[src/sv/cube_map_texel_address_defines.svh]
// assertion macros shared by the cube map texel address block
`ifndef CUBE_MAP_TEXEL_ADDRESS_DEFINES_SVH
`define CUBE_MAP_TEXEL_ADDRESS_DEFINES_SVH
`ifndef ASSERT_OFF
`define ASSERT_PROP(lbl, clk, rst_n, prop) \
    lbl: assert property (@(posedge clk) disable iff (!rst_n) prop) \
        else $error("cube map assertion failed");
`define ASSERT_NEVER(lbl, clk, rst_n, cond) \
    lbl: assert property (@(posedge clk) disable iff (!rst_n) !(cond)) \
        else $error("cube map forbidden condition");
`else
`define ASSERT_PROP(lbl, clk, rst_n, prop)
`define ASSERT_NEVER(lbl, clk, rst_n, cond)
`endif
`endif

[src/sv/cmta_pkg.sv]
// types, constants and divider step shared by the cube map texel address block
package cmta_pkg;
    localparam int DIR_W   = 16;
    localparam int COORD_W = 17;
    localparam int DIM_W   = 13;
    localparam int TEX_W   = 12;
    localparam int OFF_W   = 26;
    localparam int SCALE_W = 16;

    localparam logic [2:0] FACE_BOTTOM = 3'd0;
    localparam logic [2:0] FACE_TOP    = 3'd1;
    localparam logic [2:0] FACE_FRONT  = 3'd2;
    localparam logic [2:0] FACE_BACK   = 3'd3;
    localparam logic [2:0] FACE_LEFT   = 3'd4;
    localparam logic [2:0] FACE_RIGHT  = 3'd5;

    localparam logic [1:0] REG_FACE_WIDTH   = 2'd0;
    localparam logic [1:0] REG_FACE_HEIGHT  = 2'd1;
    localparam logic [1:0] REG_SAMPLE_SCALE = 2'd2;
    localparam logic [1:0] REG_FACE_PRESENT = 2'd3;

    typedef struct packed {
        logic       hit;
        logic [2:0] face;
    } t_side;

    typedef struct packed {
        logic [COORD_W-1:0] rem;
        logic [COORD_W-1:0] low;
        logic [COORD_W-1:0] q;
    } t_lane;

    // one restoring division step, shifting in the top remaining dividend bit
    function automatic t_lane div_step(t_lane l, logic [COORD_W-1:0] d);
        t_lane         o;
        logic [COORD_W:0] sh;
        sh    = {l.rem, l.low[COORD_W-1]};
        o.low = {l.low[COORD_W-2:0], 1'b0};
        if (sh >= {1'b0, d}) begin
            o.rem = COORD_W'(sh - {1'b0, d});
            o.q   = {l.q[COORD_W-2:0], 1'b1};
        end else begin
            o.rem = sh[COORD_W-1:0];
            o.q   = {l.q[COORD_W-2:0], 1'b0};
        end
        return o;
    endfunction
endpackage

[src/sv/cmta_div.sv]
// two-lane pipelined restoring divider, one quotient bit per stage
module cmta_div import cmta_pkg::*; (
    input  logic               i_clk,
    input  logic               i_rst_n,
    input  logic               i_valid,
    output logic               o_ready,
    input  logic [COORD_W-1:0] i_nu,
    input  logic [COORD_W-1:0] i_nv,
    input  logic [COORD_W-1:0] i_d,
    input  t_side              i_side,
    output logic               o_valid,
    input  logic               i_ready,
    output logic [COORD_W-1:0] o_qu,
    output logic [COORD_W-1:0] o_qv,
    output t_side              o_side
);
    localparam int STEPS = COORD_W;

    // dividend is n * 65536 + m; the top bits start as the remainder
    logic               r_v    [STEPS];
    t_lane              r_u    [STEPS];
    t_lane              r_w    [STEPS];
    logic [COORD_W-1:0] r_d    [STEPS];
    t_side              r_side [STEPS];
    logic               en     [STEPS+1];

    assign en[STEPS] = i_ready;

    for (genvar k = 0; k < STEPS; k++) begin : g_stage
        localparam int PREV = (k == 0) ? 0 : k - 1;

        t_lane              pu, pw;
        logic [COORD_W-1:0] pd;
        t_side              ps;
        logic               pv;

        always_comb begin
            if (k == 0) begin
                pu = '{rem: {1'b0, i_nu[COORD_W-1:1]},
                       low: {i_nu[0], i_d[COORD_W-1:1]}, q: '0};
                pw = '{rem: {1'b0, i_nv[COORD_W-1:1]},
                       low: {i_nv[0], i_d[COORD_W-1:1]}, q: '0};
                pd = i_d;
                ps = i_side;
                pv = i_valid;
            end else begin
                pu = r_u[PREV];
                pw = r_w[PREV];
                pd = r_d[PREV];
                ps = r_side[PREV];
                pv = r_v[PREV];
            end
        end

        assign en[k] = !r_v[k] || en[k+1];

        always_ff @(posedge i_clk) begin
            if (!i_rst_n) begin
                r_v[k] <= 1'b0;
            end else if (en[k]) begin
                r_v[k] <= pv;
            end
            if (en[k]) begin
                r_u[k]    <= div_step(pu, pd);
                r_w[k]    <= div_step(pw, pd);
                r_d[k]    <= pd;
                r_side[k] <= ps;
            end
        end
    end

    assign o_ready = en[0];
    assign o_valid = r_v[STEPS-1];
    assign o_qu    = r_u[STEPS-1].q;
    assign o_qv    = r_w[STEPS-1].q;
    assign o_side  = r_side[STEPS-1];
endmodule

[config.mk]
export PLATFORM = sky130hd
export DESIGN_NAME = cmta_div
export DESIGN_NICKNAME = d
export VERILOG_FILES = /design/src/sv/cube_map_texel_address_defines.svh /design/src/sv/cmta_pkg.sv /design/src/sv/cmta_div.sv
export SDC_FILE = /design/constraint.sdc
export NUM_CORES = 2
export LEC_CHECK = 0
export BUFFER_PORTS_ARGS = -buffer_cell sky130_fd_sc_hd__buf_2
export CORE_UTILIZATION = 65
export CTS_CLUSTER_DIAMETER = 80
export DETAILED_ROUTE_END_ITERATION = 10
export PLACE_DENSITY = 0.91
export SLEW_MARGIN = 40
export SYNTH_ARGS = -nofsm -noshare
export SYNTH_HDL_FRONTEND = slang
export SYNTH_SLANG_ARGS = --single-unit
[constraint.sdc]
create_clock -name i_clk -period 30.3 [get_ports i_clk]
set_clock_uncertainty 0.1 [all_clocks]
set_input_delay 4.545 -clock i_clk [delete_from_list [all_inputs] [get_ports i_clk]]
set_output_delay 4.545 -clock i_clk [all_outputs]
set_load 0.02 [all_outputs]
==> results_dict.tcl <==
set metrics [dict create \
    track_usage_pct 30.2 \
    crit_fanout 59 \
    die_w_um 328 \
    end_kind "output port" \
    syn_to_final_growth_pct 9.13 \
    insertion_delay_ps 740 \
    drive_above_1_share_pct 13.4 \
    fin_crit_ps 13310 \
    cts.clk_slew.worst_paths_ps 70 \
    post_cts_resized 0 \
    fp.dieH_um 328 \
    grt_max_degree 81 \
    synth_area_per_cell_um2 12.1 \
    clockBufferDepth 3 \
    gp_congestion 0.966 \
    cpMaxStageDelayCell "nor2_1" \
    path_cells "buf_2 -> nor2b_1 -> and2_1 -> clkinv_2 -> nor2_1 -> clkinv_2 -> nor2_1 -> and2_1 -> inv_2 -> nor2_1 -> nand4_1 -> buf_4 -> buf_2" \
    wl_per_cell_um 22.3 \
    p_total_mw 8.81 \
    synth-async-reset-ratio_pct 0 \
    cp.required_ps 25660 \
    io_buffers 98 \
    leakage_nw 30.6 \
    yosys-top-cells-count "1206 x edfxtp_1, 562 x ha_1, 472 x inv_1, 422 x nor2_1, 372 x mux2_2" \
    ys.flop_type "edfxtp_1" \
    synth_top_area_share_pct 52.3 \
    max_freq_mhz 75.1 \
    ant_nets 0 \
    firstDrtPassIters 9 \
    yosys_register_bits 1207 \
    run_status "finished with violations" \
    cts_setup_buffers 0 \
    routed-via-count 47830 \
    syn-num-nets 6392 \
    synth_area_um2 69200 \
    antenna_found_initial 0 \
    cp-start-kind "primary input" \
    clockRootBuffer "clkbuf_16" \
    syn_inst 5739 \
    core_um2 105000 \
    cp.arrival_ps 8660 \
    fin_setup_tns_ps 0 \
    setup_violations 0 \
    hold_viol_final 0 \
    failed_checks "design-rule violations" \
    post-route-period-util_pct 43.9 \
    power_density_nw_per_um2 117 \
    hp-class "flop to flop" \
    drc 10 \
    drt-total-wl_um 165000 \
    yosysTopAreaCell "edfxtp_1" \
    synth.most_common_cell "edfxtp_1" \
    whs_ps 308 \
    yosys-top-cells-area "edfxtp_1 52%, ha_1 10%, mux2_2 6.1%, xnor2_1 3.4%, a21oi_1 2.6%" \
    viasPerCell 6.45 \
    synth_warnings 0 \
    cts.htree.levels 3 \
    cts_tree "done" \
    cpPeakStageDelay_ps 710 \
    dieArea_um2 108000 \
    place_hpwl_um 121000 \
    ys_seq_area_share_pct 52.4 \
    synth.distinct_cells 91 \
    hold_buffers 0 \
    start_util_pct 65.6 \
    cts_inserted_buffers 117 \
    worstSetupPathType "primary input to output port" \
    crit_family "simple AND/OR/NAND/NOR gates" \
    rows 119 \
    drtIter0Drc 5089 \
    grt_pass1_vias 46770 \
    slew_headroom_pct 37.3 \
    n_antenna_cell 0 \
    crit_buf_inv 6 \
    max_cap_violations 0 \
    tightest_slew_ps 939 \
    overflow 0 \
    synth_edf_count 1206 \
    io_pins 99 \
    cpMostUsedCell "nor2_1" \
    utilization_pct 71.6 \
    clock-sinks 1207 \
    rsz0062_at_grt "false" \
    grt_pass1_wl_um 256000 \
    vdd_drop_max_uv 66.8 \
    drv_slew 0 \
    nets 6572 \
]
[cell families after synthesis]
family / synth area share [%]
flops: 52.4
mux: 7.21
xor+xnor: 5.04
simple gates: 9.05
compound gates: 12.2
buf+inv: 3.10
fa+ha+maj: 11.1
[cells in the final DEF (no fill, tap or decap), types with 19 or more instances in the layout]
cell type	n
nor4_1	19
o41ai_1	25
and3_1	44
a31oi_1	44
mux2i_1	68
a21boi_0	24
o31a_1	22
xnor2_1	272
clkbuf_16	117
buf_2	98
mux2_2	372
edfxtp_1	1206
nor2b_1	86
clkinv_2	21
nor3_1	119
o21a_1	78
fa_1	32
or3_1	42
xor2_1	126
nand4_1	71
o211ai_1	30
o21bai_1	60
and2_1	21
a21oi_1	361
buf_4	20
a211oi_1	36
a21o_1	125
or2_2	35
nand2_1	255
ha_1	562
inv_1	465
nand2b_1	52
o21ai_0	229
a211o_1	24
nor2_1	421
clkinv_1	26
o31ai_1	29
nand3_1	89
[power by group]
group | total, mW | leakage, nW | switching [mW] | internal [mW]
Sequential | 3.10 | 12.6 | 0.378 | 2.72
Combinational | 4.22 | 16.1 | 2.31 | 1.91
Clock | 1.49 | 1.88 | 0.657 | 0.834
Total | 8.81 | 30.6 | 3.34 | 5.46
[path summary, 6_finish.rpt]
| kind | slack, ps | depth (start not counted) | end | start |
|---|---|---|---|---|
| worst max-delay path | 16990 | 13 | o_ready | i_ready |
| worst min-delay path | 310 | 0 | r_side[0][29] | r_side[0][25] |
| worst max register to register | 25580 | 12 | r_v[0] | r_v[16] |
| worst min register to register | 310 | 0 | r_side[0][29] | r_side[0][25] |
[state kept, by name (all words and copies together), names as in the netlist]
| name | count |
|---|---|
| r_u | 426 |
| r_w | 425 |
| r_d | 271 |
| r_side | 68 |
| r_v | 17 |
[layer usage]
metal,global-route usage [%],vias to the layer above,wire length (um)
met5,0,-,0
met1,38.8,22985,64400
met4,12.5,0,7170
li1,-,21888,-
met2,51.4,2456,80900
met3,4.33,501,12900
[metrics by stage]
stage / instance area [um^2] / worst slack, ps / instances
3_5_place_dp: 71500 / 17200 / 7188
3_3_place_gp: 71400 / 17690 / 7186
2_1_floorplan: 69200 / 13620 / 5739
4_1_cts: 75400 / 17100 / 7407
5_1_grt: 75500 / 16700 / 7410
6_report: 75500 / 16990 / 7410
[area by class of cell]
type / count / area (um^2)
flip-flops and latches: 1207 / 36200
multi-input cells: 3990 / 31000
fillers: 6556 / 29900
clock buffers: 130 / 2980
inverters: 472 / 1780
well taps: 1391 / 1740
clock inverters: 89 / 940
repair buffers: 131 / 808
Power figures use the tool's default switching activity.
