<file path="src/sv/cube_map_texel_address_defines.svh">
// assertion macros shared by the cube map texel address block
`ifndef CUBE_MAP_TEXEL_ADDRESS_DEFINES_SVH
`define CUBE_MAP_TEXEL_ADDRESS_DEFINES_SVH
`ifndef ASSERT_OFF
`define ASSERT_PROP(lbl, clk, rst_n, prop) \
    lbl: assert property (@(posedge clk) disable iff (!rst_n) prop) \
        else $error("cube map assertion failed");
`define ASSERT_NEVER(lbl, clk, rst_n, cond) \
    lbl: assert property (@(posedge clk) disable iff (!rst_n) !(cond)) \
        else $error("cube map forbidden condition");
`else
`define ASSERT_PROP(lbl, clk, rst_n, prop)
`define ASSERT_NEVER(lbl, clk, rst_n, cond)
`endif
`endif

</file>
<file path="src/sv/cmta_pkg.sv">
// types, constants and divider step shared by the cube map texel address block
package cmta_pkg;
    localparam int DIR_W   = 16;
    localparam int COORD_W = 17;
    localparam int DIM_W   = 13;
    localparam int TEX_W   = 12;
    localparam int OFF_W   = 26;
    localparam int SCALE_W = 16;

    localparam logic [2:0] FACE_BOTTOM = 3'd0;
    localparam logic [2:0] FACE_TOP    = 3'd1;
    localparam logic [2:0] FACE_FRONT  = 3'd2;
    localparam logic [2:0] FACE_BACK   = 3'd3;
    localparam logic [2:0] FACE_LEFT   = 3'd4;
    localparam logic [2:0] FACE_RIGHT  = 3'd5;

    localparam logic [1:0] REG_FACE_WIDTH   = 2'd0;
    localparam logic [1:0] REG_FACE_HEIGHT  = 2'd1;
    localparam logic [1:0] REG_SAMPLE_SCALE = 2'd2;
    localparam logic [1:0] REG_FACE_PRESENT = 2'd3;

    typedef struct packed {
        logic       hit;
        logic [2:0] face;
    } t_side;

    typedef struct packed {
        logic [COORD_W-1:0] rem;
        logic [COORD_W-1:0] low;
        logic [COORD_W-1:0] q;
    } t_lane;

    // one restoring division step, shifting in the top remaining dividend bit
    function automatic t_lane div_step(t_lane l, logic [COORD_W-1:0] d);
        t_lane         o;
        logic [COORD_W:0] sh;
        sh    = {l.rem, l.low[COORD_W-1]};
        o.low = {l.low[COORD_W-2:0], 1'b0};
        if (sh >= {1'b0, d}) begin
            o.rem = COORD_W'(sh - {1'b0, d});
            o.q   = {l.q[COORD_W-2:0], 1'b1};
        end else begin
            o.rem = sh[COORD_W-1:0];
            o.q   = {l.q[COORD_W-2:0], 1'b0};
        end
        return o;
    endfunction
endpackage

</file>
<file path="src/sv/cmta_face.sv">
// face selection and projection numerators, one register stage
module cmta_face import cmta_pkg::*; (
    input  logic                    i_clk,
    input  logic                    i_rst_n,
    input  logic                    i_valid,
    output logic                    o_ready,
    input  logic signed [DIR_W-1:0] i_x,
    input  logic signed [DIR_W-1:0] i_y,
    input  logic signed [DIR_W-1:0] i_z,
    input  logic [5:0]              i_present,
    output logic                    o_valid,
    input  logic                    i_ready,
    output logic [COORD_W-1:0]      o_nu,
    output logic [COORD_W-1:0]      o_nv,
    output logic [COORD_W-1:0]      o_d,
    output t_side                   o_side
);
    logic signed [17:0] sx, sy, sz, ax, ay, az, m, au, av, su, sv;
    logic [2:0] face;
    logic nz, en;
    logic r_v;
    logic [COORD_W-1:0] r_nu, r_nv, r_d;
    t_side r_side;

    always_comb begin
        sx = 18'(i_x);
        sy = 18'(i_y);
        sz = 18'(i_z);
        ax = (sx < 0) ? -sx : sx;
        ay = (sy < 0) ? -sy : sy;
        az = (sz < 0) ? -sz : sz;
        nz = (ax != 0) || (ay != 0) || (az != 0);
        if (ay >= ax && ay >= az) begin
            m  = ay;
            au = sx;
            if (sy > 0) begin
                face = FACE_TOP;
                av   = sz;
            end else begin
                face = FACE_BOTTOM;
                av   = -sz;
            end
        end else if (ax >= az) begin
            m  = ax;
            av = sy;
            if (sx < 0) begin
                face = FACE_LEFT;
                au   = -sz;
            end else begin
                face = FACE_RIGHT;
                au   = sz;
            end
        end else begin
            m  = az;
            av = sy;
            if (sz < 0) begin
                face = FACE_FRONT;
                au   = sx;
            end else begin
                face = FACE_BACK;
                au   = -sx;
            end
        end
        su = m + au;
        sv = m + av;
    end

    assign en      = !r_v || i_ready;
    assign o_ready = en;

    always_ff @(posedge i_clk) begin
        if (!i_rst_n) begin
            r_v <= 1'b0;
        end else if (en) begin
            r_v <= i_valid;
        end
        if (en) begin
            r_nu        <= su[COORD_W-1:0];
            r_nv        <= sv[COORD_W-1:0];
            r_d         <= {m[COORD_W-2:0], 1'b0};
            r_side.face <= nz ? face : FACE_BOTTOM;
            r_side.hit  <= nz && i_present[face];
        end
    end

    assign o_valid = r_v;
    assign o_nu    = r_nu;
    assign o_nv    = r_nv;
    assign o_d     = r_d;
    assign o_side  = r_side;
endmodule

</file>
<file path="config.mk">
export PLATFORM = sky130hd
export DESIGN_NAME = cmta_face
export DESIGN_NICKNAME = d
export VERILOG_FILES = /design/src/sv/cube_map_texel_address_defines.svh /design/src/sv/cmta_pkg.sv /design/src/sv/cmta_face.sv
export SDC_FILE = /design/constraint.sdc
export NUM_CORES = 1
export LEC_CHECK = 0
export BUFFER_PORTS_ARGS = -buffer_cell sky130_fd_sc_hd__clkbuf_2
export CAP_MARGIN = 25
export CORE_ASPECT_RATIO = 2
export CORE_UTILIZATION = 40
export CTS_CLUSTER_DIAMETER = 60
export DETAILED_ROUTE_END_ITERATION = 8
export PLACE_DENSITY_LB_ADDON = 0.3
export SETUP_SLACK_MARGIN = 0.4
export SLEW_MARGIN = 5
export SYNTH_ARGS = -nofsm -noshare
export SYNTH_HDL_FRONTEND = slang
export SYNTH_SLANG_ARGS = --single-unit
</file>
<file path="constraint.sdc">
create_clock -name i_clk -period 10.15 [get_ports i_clk]
set_clock_uncertainty 0.2 [all_clocks]
set_input_delay 1.5225 -clock i_clk [delete_from_list [all_inputs] [get_ports i_clk]]
set_output_delay 1.5225 -clock i_clk [all_outputs]
set_load 0.02 [all_outputs]
</file>
==> impl_results.md <==
- Core area: 18900 um2
- Area after DPL: 8610 um2
- Setup_tns: 0 ps
- All-Layer GR Usage: 27.0%
- Share of synthesized cell area in full adder, half adder and majority cells: 12.8%
- Later-pin clock latency in the skew report: 300 ps
- Nets@finish: 1183
- Diodes inserted: 0
- Rel. slew slack: 24.3%
- CTS clk-pin slew, worst paths: 70 ps
- Sequential area share after synthesis: 21.1%
- Arrival @ worst endpoint: 8950 ps
- Initial antenna violation count: 0
- Post-CTS setup buffer count: 0
- Commonest cells after routing, fill and taps aside: 113 x clkbuf_2, 92 x nand2_1, 84 x nor2_1
- Aggregate routed wire length: 26800 um
- Number of synthesized flops with an enable pin: 54
- Via-per-instance ratio: 5.82
- Detail Route Antenna Nets: 0
- CTS resizes: 0
- Layout Utilization: 46.3%
- Top cell type's share of synthesized area: 20.8%
- Cell with the largest stage delay on the worst path: nor3b_1
- CP Launch Type: input pin
- Die area: 20100 um2
- Final Hold Viols: 0
- Synthesis-stage register bit count: 55
- Maximum operating frequency: 110 MHz
- Crit path time final: 9110 ps
- Initial Utilization: 41.2%
- Ys async rst share: 0%
- Grt total ovfl: 0
- Max Cap Viol: 0
- Slew Viols, Final: 0
- Netlist cell types: 89
- Worst-path fanout max: 12
- Area Overhead vs Synth: 12.4%
- Clock buffer count from CTS: 5
- Layout cells sized above 1: 18.0%
- Die Ht: 199 um
- Most used DFF post-synth: edfxtp_1
- Largest cells by area after synthesis: edfxtp_1 21%, ha_1 11%, xnor2_1 7.2%
- RSZ-0062 raised after global routing: no
- Hold WC Path Type: reg2reg
- Slowest stage delay, CP: 610 ps
- PwrDens: 181 nW/um2
- Post-synth top area cell: edfxtp_1
- Synth Area in XOR/XNOR: 13.1%
- Synth Instances: 962
- IO buf count: 113
- Compound-Gate Fraction of Synth Area: 24.2%
- Crit. End Element: flip-flop
- Vias in the first global route: 7511
- Gp weighted congestion: 0.995
- Die X: 101 um
- I/O pins: 115
- Avg Cell Area, Syn: 8.10 um2
- Count of final setup violators: 0
- Status: complete, no violations
- DR vias: 7620
- Final hold slack: 631 ps
- Clk root buf: clkbuf_16
- Simple logic cell fraction of the synthesized area: 21.3%
- Post-route cell area: 8760 um2
- Final worst-path cycle share: 89.7%
- Max VDD drop: 81.3 uV
- DP HPWL: 22300 um
- DR iter-0 viols: 533
- Req. time, crit path: 9990 ps
- Main combinational cell family by area after synthesis: compound AO/OA/AOI/OAI gates
- Fill cell count: 1960
- Site Rows: 71
- CTS Hold Buffers Added: 0
- Warning count from the yosys run: 0
- First-pass GRT wire length: 40600 um
- Most Frequent Cell on Critical Path: a21oi_1
- CTS Sinks: 55
- Area of the multi-input gates: 5770 um2
- DRC: 0
- Mux contribution to synthesized area: 2.01%
- Critical path class: in2reg
- Commonest non-fill, non-tap cell in the layout: clkbuf_2
- DP Worst Slack: 759 ps
- Max H-tree Level: 2
- Pre-Repair DR Iteration Count: 5
- Register area: 1640 um2
- Worst Tran Pin Value: 1130 ps
- Synthesized cell area: 7800 um2
- Largest net degree at the start of global routing: 49
- WL/cell: 20.5 um
- TritonCTS clock tree: yes
- Min setup slack post-route: 1040 ps
- Leak pwr: 3.71 nW
- Clk buf depth: 2
## metrics by stage
stage	cells	power [mW]
finish	1310	1.58
global route	1310	1.70
CTS	1310	1.59
floorplan	969	1.13
global placement	1302	1.40
detailed placement	1302	1.41
## critical path: cells and delay by family
kind | cells | cell delay (ps)
compound gates | 12 | 2380
simple gates | 10 | 2570
xor+xnor | 2 | 590
fa+ha+maj | 5 | 1580
buf+inv | 2 | 300
## cells in the mapped netlist (all sizes together) (4+ instances only)
master / number
nor2b: 13
nand2: 92
and3: 8
or3: 17
xnor2: 65
nand3b: 4
o21bai: 4
nor3: 23
nand4: 17
a21o: 17
nand3: 16
buf: 22
inv: 45
a31oi: 9
nor2: 84
or4: 9
ha: 69
a21oi: 76
edfxtp: 54
o21a: 5
maj3: 9
mux2i: 11
nand2b: 13
o31ai: 14
a221oi: 4
a211oi: 6
o32a: 8
xor2: 48
o21ai: 73
o41ai: 10
o211ai: 8
nor4: 9
or2: 13
clkbuf: 32
## registers in the layout, indices dropped and copies added, names as in the netlist
signal and count:
o_d 16, o_side 4, o_valid 1, o_nv 17
o_nu 17
## final cells by class
class                           count  share of cell area, %
Timing Repair Buffer              132                   8.08
Sequential cell                    55                   18.7
Clock inverter                      2                  0.186
Inverter                           46                   1.97
Multi-Input combinational cell    814                   65.8
Clock buffer                        6                   1.59
Tap cell                          255                   3.64
## layer usage
metal	vias to the layer above	share of wire (%)	global-route usage, %
li1	3682	-	-
met1	3521	35	27.1
met2	299	53	50.3
met3	118	3.3	0.944
met4	0	9.3	23.3
met5	-	0	0
## final timing paths
check / cells past startpoint / to / startpoint / slack [ps]
setup reg to reg: 3 / o_nu[15] / o_valid / 8460
setup / recovery: 31 / o_nu[15] / i_z[0] / 1040
hold / removal: 2 / o_nv[3] / o_valid / 630
hold reg to reg: 2 / o_nv[3] / o_valid / 630
## report_power, final
group | switching, mW | internal (mW)
clock | 0.0748 | 0.0985
combinational | 0.631 | 0.379
sequential | 0.0208 | 0.379
total | 0.727 | 0.856
## kinds of logic (layout without fill, tap and decap cells)
family / count (synthesis) / in the layout
simple gates: 330 / 330
compound gates: 268 / 268
xor+xnor: 113 / 113
buf+inv: 100 / 186
fa+ha+maj: 80 / 80
flops: 55 / 55
mux: 14 / 14
other cells: 2 / 9
No activity file was read; power rests on OpenSTA's default activity.
