**config.mk**
```make
export PLATFORM = sky130hd
export DESIGN_NAME = cmta_texel
export DESIGN_NICKNAME = d
export VERILOG_FILES = /design/src/sv/cube_map_texel_address_defines.svh /design/src/sv/cmta_pkg.sv /design/src/sv/cmta_texel.sv
export SDC_FILE = /design/constraint.sdc
export NUM_CORES = 2
export LEC_CHECK = 0
export ABC_CLOCK_PERIOD_IN_PS = 7800
export BUFFER_PORTS_ARGS = -buffer_cell sky130_fd_sc_hd__buf_2
export CAP_MARGIN = 0
export CORE_AREA = 2 2 301 303
export DETAILED_ROUTE_END_ITERATION = 10
export DIE_AREA = 0 0 303 305
export HOLD_SLACK_MARGIN = 0.06
export PLACE_DENSITY = 0.8
export SYNTH_ARGS = -nofsm -noshare
export SYNTH_HDL_FRONTEND = slang
export SYNTH_SLANG_ARGS = --single-unit
```
**constraint.sdc**
```tcl
create_clock -name i_clk -period 7.8 [get_ports i_clk]
set_input_delay 1.17 -clock i_clk [delete_from_list [all_inputs] [get_ports i_clk]]
set_output_delay 1.17 -clock i_clk [all_outputs]
set_load 0.05 [all_outputs]
```
**src/sv/cube_map_texel_address_defines.svh**
```systemverilog
// assertion macros shared by the cube map texel address block
`ifndef CUBE_MAP_TEXEL_ADDRESS_DEFINES_SVH
`define CUBE_MAP_TEXEL_ADDRESS_DEFINES_SVH
`ifndef ASSERT_OFF
`define ASSERT_PROP(lbl, clk, rst_n, prop) \
    lbl: assert property (@(posedge clk) disable iff (!rst_n) prop) \
        else $error("cube map assertion failed");
`define ASSERT_NEVER(lbl, clk, rst_n, cond) \
    lbl: assert property (@(posedge clk) disable iff (!rst_n) !(cond)) \
        else $error("cube map forbidden condition");
`else
`define ASSERT_PROP(lbl, clk, rst_n, prop)
`define ASSERT_NEVER(lbl, clk, rst_n, cond)
`endif
`endif

```
**src/sv/cmta_pkg.sv**
```systemverilog
// types, constants and divider step shared by the cube map texel address block
package cmta_pkg;
    localparam int DIR_W   = 16;
    localparam int COORD_W = 17;
    localparam int DIM_W   = 13;
    localparam int TEX_W   = 12;
    localparam int OFF_W   = 26;
    localparam int SCALE_W = 16;

    localparam logic [2:0] FACE_BOTTOM = 3'd0;
    localparam logic [2:0] FACE_TOP    = 3'd1;
    localparam logic [2:0] FACE_FRONT  = 3'd2;
    localparam logic [2:0] FACE_BACK   = 3'd3;
    localparam logic [2:0] FACE_LEFT   = 3'd4;
    localparam logic [2:0] FACE_RIGHT  = 3'd5;

    localparam logic [1:0] REG_FACE_WIDTH   = 2'd0;
    localparam logic [1:0] REG_FACE_HEIGHT  = 2'd1;
    localparam logic [1:0] REG_SAMPLE_SCALE = 2'd2;
    localparam logic [1:0] REG_FACE_PRESENT = 2'd3;

    typedef struct packed {
        logic       hit;
        logic [2:0] face;
    } t_side;

    typedef struct packed {
        logic [COORD_W-1:0] rem;
        logic [COORD_W-1:0] low;
        logic [COORD_W-1:0] q;
    } t_lane;

    // one restoring division step, shifting in the top remaining dividend bit
    function automatic t_lane div_step(t_lane l, logic [COORD_W-1:0] d);
        t_lane         o;
        logic [COORD_W:0] sh;
        sh    = {l.rem, l.low[COORD_W-1]};
        o.low = {l.low[COORD_W-2:0], 1'b0};
        if (sh >= {1'b0, d}) begin
            o.rem = COORD_W'(sh - {1'b0, d});
            o.q   = {l.q[COORD_W-2:0], 1'b1};
        end else begin
            o.rem = sh[COORD_W-1:0];
            o.q   = {l.q[COORD_W-2:0], 1'b0};
        end
        return o;
    endfunction
endpackage

```
**src/sv/cmta_texel.sv**
```systemverilog
// scale about centre, clamp, texel rounding and element offset, five stages
module cmta_texel import cmta_pkg::*; #(
    parameter int CHANNELS = 3
) (
    input  logic               i_clk,
    input  logic               i_rst_n,
    input  logic               i_valid,
    output logic               o_ready,
    input  logic [COORD_W-1:0] i_qu,
    input  logic [COORD_W-1:0] i_qv,
    input  t_side              i_side,
    input  logic [SCALE_W-1:0] i_scale,
    input  logic [DIM_W-1:0]   i_w,
    input  logic [DIM_W-1:0]   i_h,
    output logic               o_valid,
    input  logic               i_ready,
    output logic               o_hit,
    output logic [2:0]         o_face,
    output logic [TEX_W-1:0]   o_col,
    output logic [TEX_W-1:0]   o_row,
    output logic [OFF_W-1:0]   o_off
);
    localparam int NST = 5;

    logic  r_v [NST];
    t_side r_s [NST];
    logic  en  [NST+1];

    logic signed [34:0] r_tu, r_tv;
    logic [COORD_W-1:0] r_cu, r_cv;
    logic [TEX_W-1:0]   r_col3, r_row3, r_col4, r_col5, r_row4, r_row5;
    logic [25:0]        r_lin;
    logic [OFF_W-1:0]   r_off;

    logic signed [34:0] n_tu, n_tv;
    logic [COORD_W-1:0] n_cu, n_cv;
    logic [29:0]        pu, pv;
    logic [TEX_W-1:0]   wm1, hm1;

    function automatic logic [COORD_W-1:0] round_clamp(logic signed [34:0] t);
        logic signed [35:0] s;
        s = (36'(t) + 36'sd8192) >>> 14;
        s = s + 36'sd32768;
        if (s < 0) begin
            return '0;
        end else if (s > 36'sd65536) begin
            return COORD_W'(65536);
        end
        return s[COORD_W-1:0];
    endfunction

    always_comb begin
        n_tu = 35'(signed'({1'b0, i_qu}) - 18'sd32768) * 35'(signed'({1'b0, i_scale}));
        n_tv = 35'(signed'({1'b0, i_qv}) - 18'sd32768) * 35'(signed'({1'b0, i_scale}));
        n_cu = round_clamp(r_tu);
        n_cv = round_clamp(r_tv);
        wm1  = TEX_W'(i_w - DIM_W'(1));
        hm1  = TEX_W'(i_h - DIM_W'(1));
        pu   = 30'(r_cu) * 30'(wm1) + 30'd32768;
        pv   = 30'(r_cv) * 30'(hm1) + 30'd32768;
    end

    assign en[NST] = i_ready;
    for (genvar k = 0; k < NST; k++) begin : g_ctl
        assign en[k] = !r_v[k] || en[k+1];
        always_ff @(posedge i_clk) begin
            if (!i_rst_n) begin
                r_v[k] <= 1'b0;
            end else if (en[k]) begin
                r_v[k] <= (k == 0) ? i_valid : r_v[(k == 0) ? 0 : k-1];
            end
            if (en[k]) begin
                r_s[k] <= (k == 0) ? i_side : r_s[(k == 0) ? 0 : k-1];
            end
        end
    end

    always_ff @(posedge i_clk) begin
        if (en[0]) begin
            r_tu <= n_tu;
            r_tv <= n_tv;
        end
        if (en[1]) begin
            r_cu <= n_cu;
            r_cv <= n_cv;
        end
        if (en[2]) begin
            r_col3 <= pu[27:16];
            r_row3 <= pv[27:16];
        end
        if (en[3]) begin
            r_lin  <= 26'(r_row3) * 26'(i_w) + 26'(r_col3);
            r_col4 <= r_col3;
            r_row4 <= r_row3;
        end
        if (en[4]) begin
            r_off  <= OFF_W'(r_lin * 26'(CHANNELS));
            r_col5 <= r_col4;
            r_row5 <= r_row4;
        end
    end

    assign o_ready = en[0];
    assign o_valid = r_v[NST-1];
    assign o_hit   = r_s[NST-1].hit;
    assign o_face  = r_s[NST-1].face;
    // no hit gives zero coordinates and offset
    assign o_col   = r_s[NST-1].hit ? r_col5 : '0;
    assign o_row   = r_s[NST-1].hit ? r_row5 : '0;
    assign o_off   = r_s[NST-1].hit ? r_off  : '0;
endmodule

```
==> metrics.txt <==
# TYPE chip_impl_metric gauge
chip_impl_metric{name="r2r_cells",unit=""} 21
chip_impl_metric{name="die_height",unit="um"} 305
chip_impl_metric{name="vdd.ir_drop.worst",unit="V"} 0.000424
chip_impl_metric{name="timing.critical_path.slowest_cell_delay",unit="ps"} 520
chip_impl_info{name="worst_path_dominant_cell_family",value="adder cells"} 1
chip_impl_metric{name="synth_enable_flop_cells",unit=""} 226
chip_impl_metric{name="detail_route.vias_per_cell",unit=""} 5.27
chip_impl_metric{name="synth.ff_latch_count",unit=""} 227
chip_impl_metric{name="critical_path_depth",unit=""} 28
chip_impl_metric{name="synthesis.instances",unit=""} 5103
chip_impl_metric{name="detailroute.via_count",unit=""} 33600
chip_impl_metric{name="final.fill_count",unit=""} 7327
chip_impl_metric{name="totalWireLength",unit="um"} 103000
chip_impl_metric{name="max_fanout_on_critical_path",unit=""} 15
chip_impl_metric{name="clock_insertion_delay_worst_skew",unit="ps"} 540
chip_impl_metric{name="io_buffer_count",unit=""} 138
chip_impl_metric{name="ios",unit=""} 140
chip_impl_metric{name="holdBufCountCts",unit=""} 0
chip_impl_metric{name="global_route.overflow_total",unit=""} 0
chip_impl_metric{name="fin_skew",unit="ps"} 17.9
chip_impl_metric{name="finish.net_count",unit=""} 6690
chip_impl_metric{name="grt_pass1_wl",unit="um"} 176000
chip_impl_metric{name="wl_per_cell",unit="um"} 16.2
chip_impl_metric{name="timing.fmax",unit="MHz"} 134
chip_impl_metric{name="worst_slew_margin_relative_to_its_limit",unit="%"} 24.3
chip_impl_metric{name="detail-route-antenna-nets",unit=""} 0
chip_impl_metric{name="crit_required",unit="ps"} 8090
chip_impl_info{name="outcome",value="finished with violations"} 1
chip_impl_metric{name="drtPass1Iterations",unit=""} 9
chip_impl_info{name="tritoncts",value="yes"} 1
chip_impl_metric{name="synth.lib_cells_used.distinct",unit=""} 72
chip_impl_metric{name="synthesis.yosys.warnings",unit=""} 0
chip_impl_metric{name="floorplan.die_area",unit="sq um"} 92400
chip_impl_metric{name="syn_to_final_growth",unit="%"} 6.32
chip_impl_info{name="cts_root_buffer",value="sky130_fd_sc_hd__clkbuf_16"} 1
chip_impl_metric{name="post_syn_area_per_cell",unit="sq um"} 9.54
chip_impl_metric{name="post_route_cells_drive_above_1_share",unit="%"} 6.09
chip_impl_metric{name="post_layout_nonfiller_instances",unit=""} 6370
chip_impl_metric{name="grt_antenna_before_repair",unit=""} 1
chip_impl_metric{name="pins_over_slew_limit",unit=""} 0
chip_impl_info{name="hold_class",value="reg -> reg"} 1
chip_impl_info{name="yosys_most_used_dff",value="sky130_fd_sc_hd__edfxtp_1"} 1
chip_impl_info{name="critPathLaunchType",value="input pin"} 1
chip_impl_info{name="critPathKind",value="in -> reg"} 1
chip_impl_metric{name="dp.cells",unit=""} 6325
chip_impl_metric{name="floorplan.die.width",unit="um"} 303
chip_impl_metric{name="finalSetupTns",unit="ps"} 0
chip_impl_metric{name="fp-row-count",unit=""} 110
chip_impl_metric{name="detail_route.iter0.violations",unit=""} 2102
chip_impl_metric{name="asyncSetResetFlopFracSynth",unit="%"} 0
chip_impl_metric{name="cts_buffer_depth",unit=""} 3
chip_impl_metric{name="cts_resized",unit=""} 0
chip_impl_metric{name="clk_pin_slew_worst_paths",unit="ps"} 60
chip_impl_metric{name="synth_sequential_area_ratio",unit="%"} 14.0
chip_impl_metric{name="hold_path_depth",unit=""} 0
chip_impl_metric{name="timing_worst_slew_pin_value",unit="ps"} 1140
chip_impl_metric{name="tritoncts.num_buffers",unit=""} 24
chip_impl_metric{name="finalSetupViolCount",unit=""} 0
chip_impl_metric{name="worst-path-buf-inv",unit=""} 5
chip_impl_info{name="path_common_cell",value="sky130_fd_sc_hd__fa_1"} 1
chip_impl_metric{name="power_density",unit="nW/um^2"} 443
chip_impl_metric{name="post-dp-hpwl",unit="um"} 86200
chip_impl_metric{name="place.gp.congestion",unit=""} 0.901
chip_impl_info{name="endpoint_kind",value="register"} 1
chip_impl_info{name="critical_path.slowest_cell",value="sky130_fd_sc_hd__fa_1"} 1
chip_impl_metric{name="drt_drc_violations_left",unit=""} 12
chip_impl_metric{name="cts_max_level",unit=""} 1
chip_impl_metric{name="floorplan.core_area",unit="sq um"} 89300
chip_impl_metric{name="groute.usage.overall",unit="%"} 23.2
chip_impl_info{name="violations",value="design-rule violations"} 1
chip_impl_metric{name="timing.final.crit_share",unit="%"} 95.5
chip_impl_metric{name="synth_area",unit="sq um"} 48700
chip_impl_metric{name="grt_start_max_net_pins",unit=""} 56
chip_impl_metric{name="cap_viol_max_count",unit=""} 0
chip_impl_metric{name="final-hold-violation-count",unit=""} 0
chip_impl_metric{name="postCtsSetupBuffers",unit=""} 0
chip_impl_metric{name="period_needed",unit="ps"} 7450
chip_impl_metric{name="initial_core_util",unit="%"} 54.5
chip_impl_metric{name="syn_nets",unit=""} 6618
chip_impl_metric{name="arrival",unit="ps"} 7740
chip_impl_metric{name="grt_pass1_vias",unit=""} 36800
chip_impl_metric{name="clkSinkCount",unit=""} 227
chip_impl_metric{name="leakagePower",unit="nW"} 25.7
==> placed cells by master (no fill, tap or decap), types with 25 or more instances in the layout <==
cell type,count
sky130_fd_sc_hd__a21o_1,35
sky130_fd_sc_hd__a21oi_1,88
sky130_fd_sc_hd__and2_1,435
sky130_fd_sc_hd__buf_2,138
sky130_fd_sc_hd__buf_4,111
sky130_fd_sc_hd__clkbuf_16,25
sky130_fd_sc_hd__edfxtp_1,226
sky130_fd_sc_hd__fa_1,1001
sky130_fd_sc_hd__ha_1,430
sky130_fd_sc_hd__inv_1,1192
sky130_fd_sc_hd__nand2_1,749
sky130_fd_sc_hd__nand2b_1,56
sky130_fd_sc_hd__nand3_1,39
sky130_fd_sc_hd__nor2_1,113
sky130_fd_sc_hd__nor2b_1,47
sky130_fd_sc_hd__nor3_1,31
sky130_fd_sc_hd__o21ai_0,53
sky130_fd_sc_hd__xnor2_1,120
sky130_fd_sc_hd__xor2_1,66
==> sequential cells by signal, indices dropped and copies added, names as in the netlist <==
signal / count
r_v: 5
r_cv: 17
r_lin: 26
r_tu: 22
r_row3: 12
r_row4: 12
r_col5: 12
r_col4: 12
r_tv: 22
r_off: 26
r_s: 20
r_row5: 12
r_cu: 17
r_col3: 12
==> per-layer routing <==
| layer | GRT usage, % | vias up | part of all wire, % |
|---|---|---|---|
| met5 | 0 | - | 0 |
| met4 | 6.15 | 0 | 2.6 |
| met3 | 3.04 | 205 | 6.7 |
| met2 | 40.7 | 1157 | 50 |
| met1 | 30.3 | 16900 | 41 |
| li1 | - | 15400 | - |
==> stage by stage <==
| step | power (W) | worst slack (ps) | area (sq um) | hold slack, ps | utilization [%] |
|---|---|---|---|---|---|
| 2_1_floorplan | 0.0177 | 2.13 | 48700 | 400 | - |
| 3_3_place_gp | 0.0209 | -24.9 | 50900 | 401 | 57.0 |
| 4_1_cts | 0.0230 | 282 | 51700 | 406 | 57.9 |
| 6_report | 0.0229 | 350 | 51800 | 415 | 57.9 |
| 3_5_place_dp | 0.0217 | -232 | 50900 | 405 | 57.0 |
| 5_1_grt | 0.0259 | -84.5 | 51800 | 419 | 57.9 |
==> cell usage after synthesis, types with 23 or more instances <==
cell	instances	area [sq um]
sky130_fd_sc_hd__o21a_1	23	173
sky130_fd_sc_hd__a21oi_1	88	440
sky130_fd_sc_hd__edfxtp_1	226	6790
sky130_fd_sc_hd__nor2b_1	47	294
sky130_fd_sc_hd__xor2_1	66	578
sky130_fd_sc_hd__inv_1	1194	4480
sky130_fd_sc_hd__o21ai_0	53	265
sky130_fd_sc_hd__nor3_1	32	160
sky130_fd_sc_hd__a21o_1	35	263
sky130_fd_sc_hd__nand2_1	750	2820
sky130_fd_sc_hd__and2_1	435	2720
sky130_fd_sc_hd__nand3_1	39	195
sky130_fd_sc_hd__fa_1	1001	20000
sky130_fd_sc_hd__nor2_1	113	424
sky130_fd_sc_hd__ha_1	430	5380
sky130_fd_sc_hd__xnor2_1	120	1050
sky130_fd_sc_hd__clkbuf_1	192	721
sky130_fd_sc_hd__nand2b_1	56	350
sky130_fd_sc_hd__and3_1	23	144
==> cells by family (layout without fill, tap and decap cells) <==
kind of cell	count (synthesis)	count (layout)	share of synthesized area (%)
buf+inv	1399	1489	10.9
fa+ha+maj	1431	1431	52.2
flops	227	227	14.0
mux	2	2	0.0437
other cells	0	1	0
compound gates	286	286	3.80
simple gates	1572	1572	15.7
xor+xnor	186	186	3.35
==> path summary, 6_finish.rpt <==
check	start	endpoint	slack (ps)
worst min register to register	r_row4[0]	r_row5[0]	410
worst min-delay path	r_row4[0]	r_row5[0]	410
worst max-delay path	i_w[0]	r_col3[11]	350
worst max register to register	r_cu[6]	r_col3[11]	1390
==> where the power goes <==
part	switching (W)	leakage (nW)	internal (W)
Combinational	0.0101	22.7	0.00822
Sequential	0.000504	2.55	0.00287
Clock	0.000484	0.403	0.000689
Total	0.0111	25.7	0.0118
==> area by class of cell <==
type / count / area (sq um) / area share, %
Multi-Input combinational cell: 3477 / 36600 / 70.7
Sequential cell: 227 / 6810 / 13.2
Inverter: 1194 / 4480 / 8.66
Timing Repair Buffer: 251 / 1560 / 3.02
Tap cell: 1176 / 1470 / 2.84
Clock buffer: 27 / 633 / 1.22
Clock inverter: 17 / 181 / 0.351
Antenna cell: 1 / 2.50 / 0.00484
No activity file was read; power rests on OpenSTA's default activity.
